<file path="config.mk">
export PLATFORM = sky130hd
export DESIGN_NAME = swq_fifo
export DESIGN_NICKNAME = d
export VERILOG_FILES = /design/src/hdl/swq_pkg.sv /design/src/hdl/swq_fifo.sv
export VERILOG_INCLUDE_DIRS = /design/src /design/src/hdl
export SDC_FILE = /design/constraint.sdc
export NUM_CORES = 1
export LEC_CHECK = 0
export ABC_AREA = 1
export BUFFER_PORTS_ARGS = -buffer_cell sky130_fd_sc_hd__buf_2
export CAP_MARGIN = 20
export CORE_MARGIN = 5
export CORE_UTILIZATION = 25
export DETAILED_ROUTE_END_ITERATION = 8
export GPL_ROUTABILITY_DRIVEN = 0
export PLACE_DENSITY_LB_ADDON = 0.05
export SYNTH_ARGS = -nofsm -noshare
export SYNTH_HDL_FRONTEND = slang
export SYNTH_SLANG_ARGS = --single-unit
</file>
<file path="constraint.sdc">
create_clock -name clk_i -period 18.2 [get_ports clk_i]
set_input_delay 0.91 -clock clk_i [delete_from_list [all_inputs] [get_ports clk_i]]
set_output_delay 0.91 -clock clk_i [all_outputs]
set_load 0.03 [all_outputs]
</file>
<file path="src/hdl/sector_wall_quad_generator_top_defines.svh">
// Assertion macros shared by the sector wall quad generator RTL.
`ifndef SECTOR_WALL_QUAD_GENERATOR_TOP_DEFINES_SVH
`define SECTOR_WALL_QUAD_GENERATOR_TOP_DEFINES_SVH

// Same-cycle implication on clk_i, masked while rst_ni is low.
`define SWQ_ASSERT_NOW(lbl, ante, cons, msg) \
  lbl: assert property (@(posedge clk_i) disable iff (!rst_ni) (ante) |-> (cons)) \
    else $error(msg);

// Next-cycle implication on clk_i, masked while rst_ni is low.
`define SWQ_ASSERT_NEXT(lbl, ante, cons, msg) \
  lbl: assert property (@(posedge clk_i) disable iff (!rst_ni) (ante) |=> (cons)) \
    else $error(msg);

`endif

</file>
<file path="src/hdl/swq_pkg.sv">
// Shared types, constants and colour table of the sector wall quad generator.
`timescale 1ns / 1ps
`default_nettype none
package swq_pkg;

  localparam int unsigned CoordW = 32;
  localparam int unsigned LightW = 8;
  localparam int unsigned ColW   = 8;
  localparam int unsigned GapW   = 16;

  localparam logic [GapW-1:0] MinGapReset = 16'd6;

  // Vertex order a b c a c d: which of the six picks the end point / the top.
  localparam int unsigned QuadVerts = 6;
  localparam int unsigned VtxIdxW   = $clog2(QuadVerts);
  localparam logic [QuadVerts-1:0] VtxAtEnd = 6'b010110;
  localparam logic [QuadVerts-1:0] VtxAtTop = 6'b110100;
  localparam logic [VtxIdxW-1:0]   VtxLastIdx = VtxIdxW'(QuadVerts - 1);

  localparam int unsigned FifoDepth = 2;
  localparam int unsigned FifoPtrW  = $clog2(FifoDepth);
  localparam int unsigned FifoCntW  = $clog2(FifoDepth + 1);

  typedef enum logic [1:0] {
    COL_GREY,
    COL_BROWN,
    COL_BLUE
  } colour_e;

  typedef struct packed {
    logic [ColW-1:0] r;
    logic [ColW-1:0] g;
    logic [ColW-1:0] b;
  } rgb_t;

  // One incoming wall line.
  typedef struct packed {
    logic signed [CoordW-1:0] x0;
    logic signed [CoordW-1:0] z0;
    logic signed [CoordW-1:0] x1;
    logic signed [CoordW-1:0] z1;
    logic signed [CoordW-1:0] ff;
    logic signed [CoordW-1:0] fc;
    logic                     has_back;
    logic signed [CoordW-1:0] bf;
    logic signed [CoordW-1:0] bc;
    logic [LightW-1:0]        light;
  } item_t;

  typedef struct packed {
    logic signed [CoordW-1:0] bot;
    logic signed [CoordW-1:0] top;
    colour_e                  col;
    logic                     emit;
  } quad_t;

  // Classified line as handed from the front end to the vertex sequencer.
  typedef struct packed {
    logic signed [CoordW-1:0] x0;
    logic signed [CoordW-1:0] z0;
    logic signed [CoordW-1:0] x1;
    logic signed [CoordW-1:0] z1;
    quad_t                    q0;
    quad_t                    q1;
    logic [LightW-1:0]        light;
    logic [CoordW-1:0]        len;
  } rec_t;

  typedef struct packed {
    logic signed [CoordW-1:0] pos_x;
    logic signed [CoordW-1:0] pos_y;
    logic signed [CoordW-1:0] pos_z;
    rgb_t                     rgb;
    logic [CoordW-1:0]        tex_u;
    logic [LightW-1:0]        light;
    logic                     last;
  } vtx_t;

  function automatic rgb_t colour_rgb(colour_e c);
    rgb_t v;
    case (c)
      COL_GREY:  v = '{r: 8'd204, g: 8'd204, b: 8'd204};
      COL_BROWN: v = '{r: 8'd179, g: 8'd128, b: 8'd51};
      COL_BLUE:  v = '{r: 8'd51,  g: 8'd153, b: 8'd204};
      default:   v = '{r: 8'd204, g: 8'd204, b: 8'd204};
    endcase
    return v;
  endfunction

endpackage
`default_nettype wire

</file>
<file path="src/hdl/swq_fifo.sv">
// Short queue of classified lines between front end and vertex sequencer.
`timescale 1ns / 1ps
`default_nettype none
`include "sector_wall_quad_generator_top_defines.svh"
module swq_fifo (
  input  logic          clk_i,
  input  logic          rst_ni,
  input  logic          push_i,
  input  swq_pkg::rec_t rec_i,
  output logic          full_o,
  input  logic          pop_i,
  output logic          vld_o,
  output swq_pkg::rec_t rec_o
);
  import swq_pkg::*;

  rec_t                entry_q [FifoDepth];
  logic [FifoPtrW-1:0] wr_ptr_q, rd_ptr_q;
  logic [FifoCntW-1:0] cnt_q;

  assign full_o = (cnt_q == FifoCntW'(FifoDepth));
  assign vld_o  = (cnt_q != '0);
  assign rec_o  = entry_q[rd_ptr_q];

  function automatic logic [FifoPtrW-1:0] ptr_inc(logic [FifoPtrW-1:0] p);
    return (p == FifoPtrW'(FifoDepth - 1)) ? '0 : p + 1'b1;
  endfunction

  always_ff @(posedge clk_i or negedge rst_ni) begin
    if (!rst_ni) begin
      wr_ptr_q <= '0;
      rd_ptr_q <= '0;
      cnt_q    <= '0;
    end else begin
      if (push_i) begin
        wr_ptr_q <= ptr_inc(wr_ptr_q);
      end
      if (pop_i) begin
        rd_ptr_q <= ptr_inc(rd_ptr_q);
      end
      if (push_i && !pop_i) begin
        cnt_q <= cnt_q + 1'b1;
      end else if (pop_i && !push_i) begin
        cnt_q <= cnt_q - 1'b1;
      end
    end
  end

  always_ff @(posedge clk_i) begin
    if (push_i) begin
      entry_q[wr_ptr_q] <= rec_i;
    end
  end

  `SWQ_ASSERT_NOW(a_no_overflow, push_i, !full_o, "push into full queue")
  `SWQ_ASSERT_NOW(a_no_underflow, pop_i, vld_o, "pop from empty queue")

endmodule
`default_nettype wire

</file>
==> key figures <==
Run status
  – Status: complete, no violations

Placement
  – Placed inst area: 27500 um^2
  – Port buffer count: 609
  – Placed cells: around 2800
  – Post-DP HPWL: 44.75 mm

Die
  – Std cell rows: 111
  – Die height: 314.2 um
  – Initial Utilization: 25.20%
  – Die area: 98700 um^2
  – Core area: 91800 um^2
  – IO Pins: 610
  – Die X-Extent: 314.2 um

Synthesis
  – Syn nets: 1272
  – Cell variety after synth: 15
  – #FFs+latches synth: 608
  – Post-synthesis cell count: 965
  – Synthesized area per cell: ~24 um^2
  – YS warnings: 0
  – Synthesized cell area: 23130 um^2
  – Seq/Total Area, Yosys: 78.85%

Detailed routing
  – Drt pass-1 iters: 4
  – DR DRC count: 0
  – WL per Instance: 21.76 um
  – Vias post-DR: 11530
  – Drt total wl: 63.96 mm
  – DRT iter0 DRCs: 552
  – Via/cell ratio: 3.923
  – Post-route ant nets: 0

STA
  – Final Setup Violations: 0
  – Fin crit period: 5.740 ns
  – Top achievable clock speed: 174.2 MHz
  – Final hold vios: 0
  – Fin crit share: 31.54%
  – Fin. max-slew vios: 0
  – Slew @ Worst Pin: 1.184 ns
  – Hold Slack: 0.1106 ns
  – RSZ-0062 raised after global routing: no
  – Max Clock Skew: 0.01833 ns
  – Sum Neg Setup Slack: 0 ns
  – Slew Limit Headroom: 21.07%

Clocking
  – Setup bufs post-CTS: 0
  – Hold_buf cts: 0
  – Reg clk slew, reported paths: approximately 0.06 ns
  – Root buffer cell: clkbuf_16
  – Clock sinks: 608
  – CTS tree: built
  – CTS H-tree lvls: 3
  – Worst skew pair latency: 0.61 ns
  – Cts bufs inserted: 73
  – Resize count post-CTS: 0
  – Clock buffer depth: 3

Critical path
  – Cell repeated most along the worst path: buf_4
  – CP Capture Type: output port
  – Worst Path Required: 17.29 ns
  – Crit path buffers/inverters: 4
  – CP peak stage delay: 0.98 ns
  – Crit path max fanout: 52
  – Worst Setup Path Type: flip-flop to output port
  – Crit path DAT: 4.83 ns
  – Crit start category: flip-flop
  – CP top delay family: buffers and inverters
  – CP cell instances: buf_4 > buf_4 > buf_4 > mux2_2 > buf_2
  – CP max stage cell: dfrtp_4

Final layout
  – Final net count: 1934
  – Layout cells sized above 1: a little over 60%
  – Final Non-Filler Cells: 2939
  – Final non-filler cell area: 29770 um^2
  – Final core area utilization: 32.42%
  – Layout Area Growth over Synthesis: 28.69%

Min path
  – Hold/Removal Path Class: input port to asynchronous set/reset pin

GRT
  – Largest net degree at the start of global routing: ~150
  – Met2 Use GR: 22.75%
  – Most used routing layer: met2
  – Grt total ovfl: 0
  – Overall Global Routing Usage: 12.40%
  – Vias in the first global route: 12450
  – Initial antenna violation count: 38
  – M1 GR Usage: 12.67%
  – Global-route wire length before repair: 88.35 mm
  – Met3 Usage GRT: 5.253%

Power
  – Leak Pwr: 11.69 nW
  – Pwr per Cell Area: between 150 and 200 nW/um^2
  – Peak supply drop: between 0.08 and 0.09 mV

Flow run
  – MaxCap Viol Count: 0
## Yosys cell counts, drive strengths merged
master | n | area [um^2]
edfxtp | 604 | 18140
mux2 | 302 | 4414
buf | 34 | 371.6
inv | 7 | 26.28
nand2 | 6 | 22.52
dfrtp | 4 | 100.1
nor2 | 2 | 7.510
xor2 | 2 | 17.52
ha | 1 | 12.51
nand3 | 1 | 5.000
nand4 | 1 | 6.260
xnor2 | 1 | 8.760
## path summary, 6_finish.rpt
path	to	slack (ns)	from	depth (start not counted)
max	rec_o[287]	12.46	rd_ptr_q$_DFFE_PN0P_	5
min	cnt_q[1]$_DFFE_PN0P_	0.11	rst_ni	1
max reg2reg	entry_q[1][204]$_DFFE_PP_	15.67	wr_ptr_q$_DFFE_PN0P_	3
min reg2reg	cnt_q[1]$_DFFE_PN0P_	0.47	cnt_q[1]$_DFFE_PN0P_	2
max in group asynchronous	rd_ptr_q$_DFFE_PN0P_	17.92	rst_ni	1
min in group clk_i	cnt_q[1]$_DFFE_PN0P_	0.47	cnt_q[1]$_DFFE_PN0P_	2
## metrics by stage
stage	worst slack (ns)	total power [mW]
finish	12.46	5.234
global route	12.12	5.482
CTS	12.22	5.360
detailed placement	12.92	3.952
global placement	12.92	3.955
floorplan	3.657	3.516
## kinds of logic after synthesis
group | synth area share (%)
flops | 78.85
mux | 19.08
buf+inv | 1.720
simple gates | 0.1785
xor+xnor | 0.1136
fa+ha+maj | 0.05409
## registers in the layout, summed over array words and instances (netlist names)
signal,flops
entry_q,604
cnt_q,2
rd_ptr_q,1
wr_ptr_q,1
## layout make-up
class / instances / area [um^2]
Antenna cell: 13 / 32.53
Clock buffer: 91 / 1979
Clock inverter: 40 / 259.0
Fill cell: 8959 / 62040
Inverter: 7 / 33.78
Multi-Input combinational cell: 316 / 4502
Sequential cell: 608 / 18240
Tap cell: 1243 / 1555
Timing Repair Buffer: 621 / 3163
## cell usage in the layout, fill, tap and decap left out, types with 2 or more instances in the layout
master	n
buf_12	2
diode_2	13
clkbuf_1	14
bufinv_16	3
inv_1	6
clkinvlp_4	2
mux2_2	32
dfrtp_1	3
xor2_1	2
clkbuf_16	77
buf_2	609
buf_4	10
clkinv_2	10
clkinv_1	23
mux2_4	270
nand2_1	6
inv_6	2
edfxtp_1	604
## where the power goes
| part | internal, mW | total [mW] | leakage, nW | switching [mW] |
|---|---|---|---|---|
| clock network | 0.809 | 1.37 | 1.09 | 0.560 |
| registers | 1.86 | 1.95 | 5.71 | 0.0874 |
| logic | 0.702 | 1.92 | 4.88 | 1.21 |
## layer usage
layer,part of all wire [%],wire (um)
met5,0.16,101
met1,35,22470
met3,8.3,5328
met2,53,33920
met4,3.3,2139
Note: power is estimated with default switching activity, not from simulation.
