## config.mk

```make
export PLATFORM = sky130hd
export DESIGN_NAME = swq_back
export DESIGN_NICKNAME = d
export VERILOG_FILES = /design/src/hdl/swq_pkg.sv /design/src/hdl/swq_back.sv
export VERILOG_INCLUDE_DIRS = /design/src /design/src/hdl
export SDC_FILE = /design/constraint.sdc
export NUM_CORES = 1
export LEC_CHECK = 0
export CAP_MARGIN = 20
export CELL_PAD_IN_SITES_DETAIL_PLACEMENT = 0
export CELL_PAD_IN_SITES_GLOBAL_PLACEMENT = 1
export CORE_AREA = 3 3 184 186
export CTS_BUF_LIST = sky130_fd_sc_hd__clkbuf_2
export DETAILED_ROUTE_END_ITERATION = 8
export DIE_AREA = 0 0 187 189
export DONT_BUFFER_PORTS = 1
export GPL_TIMING_DRIVEN = 0
export PLACE_DENSITY_LB_ADDON = 0.08
export REMOVE_ABC_BUFFERS = 1
export SLEW_MARGIN = 20
export SYNTH_ARGS = -nofsm -noshare
export SYNTH_HDL_FRONTEND = slang
export SYNTH_SLANG_ARGS = --single-unit
```

## constraint.sdc

```tcl
create_clock -name clk_i -period 26.3 [get_ports clk_i]
set_clock_uncertainty 0.2 [all_clocks]
set_input_delay 5.26 -clock clk_i [delete_from_list [all_inputs] [get_ports clk_i]]
set_output_delay 5.26 -clock clk_i [all_outputs]
set_load 0.01 [all_outputs]
```

## src/hdl/sector_wall_quad_generator_top_defines.svh

```systemverilog
// Assertion macros shared by the sector wall quad generator RTL.
`ifndef SECTOR_WALL_QUAD_GENERATOR_TOP_DEFINES_SVH
`define SECTOR_WALL_QUAD_GENERATOR_TOP_DEFINES_SVH

// Same-cycle implication on clk_i, masked while rst_ni is low.
`define SWQ_ASSERT_NOW(lbl, ante, cons, msg) \
  lbl: assert property (@(posedge clk_i) disable iff (!rst_ni) (ante) |-> (cons)) \
    else $error(msg);

// Next-cycle implication on clk_i, masked while rst_ni is low.
`define SWQ_ASSERT_NEXT(lbl, ante, cons, msg) \
  lbl: assert property (@(posedge clk_i) disable iff (!rst_ni) (ante) |=> (cons)) \
    else $error(msg);

`endif

```

## src/hdl/swq_pkg.sv

```systemverilog
// Shared types, constants and colour table of the sector wall quad generator.
`timescale 1ns / 1ps
`default_nettype none
package swq_pkg;

  localparam int unsigned CoordW = 32;
  localparam int unsigned LightW = 8;
  localparam int unsigned ColW   = 8;
  localparam int unsigned GapW   = 16;

  localparam logic [GapW-1:0] MinGapReset = 16'd6;

  // Vertex order a b c a c d: which of the six picks the end point / the top.
  localparam int unsigned QuadVerts = 6;
  localparam int unsigned VtxIdxW   = $clog2(QuadVerts);
  localparam logic [QuadVerts-1:0] VtxAtEnd = 6'b010110;
  localparam logic [QuadVerts-1:0] VtxAtTop = 6'b110100;
  localparam logic [VtxIdxW-1:0]   VtxLastIdx = VtxIdxW'(QuadVerts - 1);

  localparam int unsigned FifoDepth = 2;
  localparam int unsigned FifoPtrW  = $clog2(FifoDepth);
  localparam int unsigned FifoCntW  = $clog2(FifoDepth + 1);

  typedef enum logic [1:0] {
    COL_GREY,
    COL_BROWN,
    COL_BLUE
  } colour_e;

  typedef struct packed {
    logic [ColW-1:0] r;
    logic [ColW-1:0] g;
    logic [ColW-1:0] b;
  } rgb_t;

  // One incoming wall line.
  typedef struct packed {
    logic signed [CoordW-1:0] x0;
    logic signed [CoordW-1:0] z0;
    logic signed [CoordW-1:0] x1;
    logic signed [CoordW-1:0] z1;
    logic signed [CoordW-1:0] ff;
    logic signed [CoordW-1:0] fc;
    logic                     has_back;
    logic signed [CoordW-1:0] bf;
    logic signed [CoordW-1:0] bc;
    logic [LightW-1:0]        light;
  } item_t;

  typedef struct packed {
    logic signed [CoordW-1:0] bot;
    logic signed [CoordW-1:0] top;
    colour_e                  col;
    logic                     emit;
  } quad_t;

  // Classified line as handed from the front end to the vertex sequencer.
  typedef struct packed {
    logic signed [CoordW-1:0] x0;
    logic signed [CoordW-1:0] z0;
    logic signed [CoordW-1:0] x1;
    logic signed [CoordW-1:0] z1;
    quad_t                    q0;
    quad_t                    q1;
    logic [LightW-1:0]        light;
    logic [CoordW-1:0]        len;
  } rec_t;

  typedef struct packed {
    logic signed [CoordW-1:0] pos_x;
    logic signed [CoordW-1:0] pos_y;
    logic signed [CoordW-1:0] pos_z;
    rgb_t                     rgb;
    logic [CoordW-1:0]        tex_u;
    logic [LightW-1:0]        light;
    logic                     last;
  } vtx_t;

  function automatic rgb_t colour_rgb(colour_e c);
    rgb_t v;
    case (c)
      COL_GREY:  v = '{r: 8'd204, g: 8'd204, b: 8'd204};
      COL_BROWN: v = '{r: 8'd179, g: 8'd128, b: 8'd51};
      COL_BLUE:  v = '{r: 8'd51,  g: 8'd153, b: 8'd204};
      default:   v = '{r: 8'd204, g: 8'd204, b: 8'd204};
    endcase
    return v;
  endfunction

endpackage
`default_nettype wire

```

## src/hdl/swq_back.sv

```systemverilog
// Vertex sequencer: walks the quads of a line and drives the output register.
`timescale 1ns / 1ps
`default_nettype none
`include "sector_wall_quad_generator_top_defines.svh"
module swq_back (
  input  logic          clk_i,
  input  logic          rst_ni,
  input  logic          fifo_vld_i,
  input  swq_pkg::rec_t rec_i,
  output logic          pop_o,
  output logic          out_valid_o,
  input  logic          out_stall_i,
  output swq_pkg::vtx_t vtx_o
);
  import swq_pkg::*;

  logic               cur_vld_q, quad_q;
  rec_t               cur_q;
  logic [VtxIdxW-1:0] vtx_q;
  logic               out_vld_q;
  vtx_t               out_q, vtx_d;
  quad_t              q_sel;
  logic               load_ok, emit_now, last_vtx, final_quad, done_cur, at_end, at_top;

  assign load_ok    = !out_vld_q || !out_stall_i;
  assign emit_now   = cur_vld_q && load_ok;
  assign last_vtx   = (vtx_q == VtxLastIdx);
  assign final_quad = quad_q || !cur_q.q1.emit;
  assign done_cur   = emit_now && last_vtx && final_quad;
  assign pop_o      = fifo_vld_i && (!cur_vld_q || done_cur);

  assign q_sel  = quad_q ? cur_q.q1 : cur_q.q0;
  assign at_end = VtxAtEnd[vtx_q];
  assign at_top = VtxAtTop[vtx_q];

  always_comb begin
    vtx_d.pos_x = at_end ? cur_q.x1 : cur_q.x0;
    vtx_d.pos_z = at_end ? cur_q.z1 : cur_q.z0;
    vtx_d.pos_y = at_top ? q_sel.top : q_sel.bot;
    vtx_d.rgb   = colour_rgb(q_sel.col);
    vtx_d.tex_u = at_end ? cur_q.len : '0;
    vtx_d.light = cur_q.light;
    vtx_d.last  = last_vtx && final_quad;
  end

  assign out_valid_o = out_vld_q;
  assign vtx_o       = out_q;

  always_ff @(posedge clk_i or negedge rst_ni) begin
    if (!rst_ni) begin
      cur_vld_q <= 1'b0;
      quad_q    <= 1'b0;
      vtx_q     <= '0;
      out_vld_q <= 1'b0;
    end else begin
      if (pop_o) begin
        // a line with no quad to draw is dropped here
        cur_vld_q <= rec_i.q0.emit || rec_i.q1.emit;
        quad_q    <= !rec_i.q0.emit;
        vtx_q     <= '0;
      end else if (emit_now) begin
        if (last_vtx) begin
          vtx_q <= '0;
          if (final_quad) begin
            cur_vld_q <= 1'b0;
          end else begin
            quad_q <= 1'b1;
          end
        end else begin
          vtx_q <= vtx_q + 1'b1;
        end
      end
      if (load_ok) begin
        out_vld_q <= emit_now;
      end
    end
  end

  always_ff @(posedge clk_i) begin
    if (pop_o) begin
      cur_q <= rec_i;
    end
    if (emit_now) begin
      out_q <= vtx_d;
    end
  end

  `SWQ_ASSERT_NEXT(a_vtx_stream, out_vld_q && !out_stall_i && !out_q.last, out_vld_q, "gap in vertex stream")
  `SWQ_ASSERT_NOW(a_upper_quad, cur_vld_q && quad_q, cur_q.q1.emit, "upper quad not enabled")

endmodule
`default_nettype wire

```

==> flow_summary_export.csv <==
group,metric,value,unit
status,status,"finished, final reports clean",
grt,grt_pass1_vias,7100,
logic_synthesis,synth-xor-area-share,0,
floorplan,start_util,0.485,
clock_tree,ctsHoldBuffers,0,
logic_synthesis,synthCells,662,
logic_synthesis,synth-edff-count,444,
logic_synthesis,synthTopCellsByArea,"edfxtp_1 85%, mux4_2 4.6%, mux2_2 4.0%, and2_1 1.3%, buf_4 1.1%",
clock_tree,clockBufferDepth,3,
logic_synthesis,syn_area,15700,um^2
logic_synthesis,synth_most_common_cell,"edfxtp_1",
clock_tree,cts-root-buf,"clkbuf_2",
sta,setup_viol_count_final,0,
min_path,min_from,"cur_q[35]",
clock_tree,clock_latency,0.92,ns
placed_design,io_buffers,0,
drt,drt_iter0_drc,356,
logic_synthesis,yosysUniqueCellTypes,25,
logic_synthesis,synth_compound_area_frac,0.00469,
critical_path,r2r-start,"vtx_q[0]",
layout,fill_cells,2564,
grt,grt_pass1_wl,45500,um
grt,grt_overflow,0,
sta,post-route-period-util,0.447,
clock_tree,cts_buffers,109,
min_path,hold_end,"vtx_o[4]",
drt,vias_per_cell,5.18,
sta,setup_tns,0,ns
floorplan,io_pins,469,
placed_design,place_ws,14.54,ns
logic_synthesis,ys_ff_latch,450,
sta,slew_violations,0,
floorplan,rows,66,
min_path,min_path_cells,0,
power_and_ir_drop,p_leak,5.90,nW
sta,max_freq,85.1,MHz
clock_tree,postCtsSetupRepairBufs,0,
drt,dr.pass1.iters,7,
sta,finalHoldViolations,0,
logic_synthesis,synthTopCellsByCount,"444 x edfxtp_1, 56 x mux2_2, 33 x and2_1",
clock_tree,h-tree-depth,3,
logic_synthesis,synth-simple-area-share,0.0172,
critical_path,end_kind,"output pin",
logic_synthesis,synth_top_area_cell,"edfxtp_1",
flow_run,maxCapViolations,0,
sta,fin_crit,11.75,ns
layout,final_layout_size_suffix_gt1_frac,0.340,
logic_synthesis,async_flop_share,0.0133,
grt,antenna_found_initial,28,
placed_design,hpwl,22600,um
power_and_ir_drop,p_switching,537,uW
logic_synthesis,avgSynthCellArea,23.8,um^2
drt,route.detailed.drc,0,
grt,track_usage,0.179,
floorplan,die_y,189,um
sta,rsz0062_at_grt,"false",
sta,worst_pin_slew,0.698,ns
logic_synthesis,yosys.area.top_type_share,0.848,
power_and_ir_drop,power_density,108,nW/um^2
power_and_ir_drop,combinationalPowerShare,0.204,
critical_path,path_max_fanout,65,
logic_synthesis,synth_ff_type,"edfxtp_1",
power_and_ir_drop,swShare,0.284,
grt,grt_max_degree,66,
power_and_ir_drop,vdd.ir_drop.worst,0.0534,mV
layout,area.growth.synth_to_final,11.2,%
floorplan,die-area,35300,um^2
clock_tree,cts_resized,0,
critical_path,cp_data_arrival_time,6.29,ns
layout,seq_area,13500,um^2
critical_path,start_kind,"primary input",
critical_path,crit_type,"in2out",
placed_design,globalplace.congestion,0.776,
layout,nets,1073,
logic_synthesis,synth_top_family_by_area,"multiplexers",
drt,ant_nets,0,
drt,drt-total-wl,31600,um
clock_tree,cts_tree,"yes",
min_path,hp-class,"reg2reg",
layout,multi_input_area,1980,um^2
power_and_ir_drop,clkPwrFrac,0.222,
sta,maxSlewHeadroom,0.533,
drt,avgRoutedWirePerCell,24.8,um
clock_tree,clock-sinks,450,
critical_path,regToRegEndpoint,"vtx_o[135]",
floorplan,fp.coreArea,32500,um^2
critical_path,rrSetupSlack,23.57,ns
logic_synthesis,synth.mux.area_fraction,0.0963,
power_and_ir_drop,p_seq_frac,0.574,
logic_synthesis,seq_area_frac_synth,0.857,
critical_path,required,20.84,ns
logic_synthesis,synth_warnings,0,
clock_tree,cts.clk_slew.worst_paths,0.09,ns
power_and_ir_drop,internal_power,1.35,mW
drt,vias,6605,
floorplan,die_w,187,um
critical_path,rr_worst_depth,7,
logic_synthesis,yosys.area_share.adder,0.00557,
sta,fin_ws,14.55,ns
## cells in the final DEF (no fill, tap or decap), types with 6 or more instances in the layout
cell      synthesis  routed
mux4_2           32      32
buf_12            0       6
mux2_4            8       8
buf_16            0      13
inv_1             8       8
clkinv_1          0      16
and2_1           33      32
ha_1              7       7
clkbuf_2          3     150
nand2_1           7       7
diode_2           0      12
edfxtp_1        444     444
mux2_2           56      56
## flip-flops by register name (all words and copies together) (netlist names)
name         cells
vtx_q            3
out_valid_o      1
cur_q          301
cur_vld_q        1
vtx_o          143
quad_q           1
## worst max-delay path by stage
stage	start	end	slack [ns]	depth (start not counted)
2_1_floorplan	out_stall_i	pop_o	8.41	3
3_3_place_gp	out_stall_i	pop_o	6.11	3
3_5_place_dp	out_stall_i	pop_o	14.54	4
4_1_cts	out_stall_i	pop_o	14.53	4
5_1_grt	out_stall_i	pop_o	14.44	4
6_report	out_stall_i	pop_o	14.55	4
## critical path: stages
cell and delay (ns):
nand2_1 0.10, a41o_1 0.20, and2_4 0.36, buf_16 0.32
## per-layer routing
metal,share of wire,up-vias,track usage
met5,0.0068,-,0
met4,0.022,30,0.0756
met3,0.14,78,0.126
met2,0.51,378,0.293
met1,0.32,3224,0.175
li1,-,2895,-
## area by class of cell
cell class | count | share of cell area
diodes | 12 | 0.00172
clock inverters | 22 | 0.00780
well taps | 442 | 0.0316
flip-flops and latches | 450 | 0.771
inverters | 8 | 0.00172
clock buffers | 150 | 0.0429
repair buffers | 22 | 0.0299
multi-input cells | 169 | 0.113
## per-stage QoR
stage               std cells  power [mW]   util  hold slack (ns)  instance area (um^2)
floorplan                 627        1.35      -            0.200                 15500
global placement         1069        1.47  0.494            0.200                 16000
detailed placement       1091        1.50  0.511            0.205                 16600
CTS                      1263        1.93  0.538            0.215                 17500
global route             1273        2.00  0.539            0.228                 17500
finish                   1275        1.89  0.539            0.220                 17500
## kinds of logic (layout without fill, tap and decap cells)
family | Yosys count | count (layout)
adders and majority gates | 7 | 7
muxes | 99 | 99
buffers and inverters | 44 | 202
and+or+nand+nor | 47 | 47
DFF | 450 | 450
other | 2 | 15
AOI/OAI and AO/OA | 13 | 13
## power by group through the flow
stage	combinational [mW]	sequential [mW]	clock, mW
2_1_floorplan	0.251	1.10	0
3_3_place_gp	0.317	1.15	0
3_5_place_dp	0.396	1.10	0
4_1_cts	0.395	1.09	0.442
5_1_grt	0.419	1.10	0.484
6_report	0.385	1.08	0.419
Note: power is estimated with default switching activity, not from simulation.
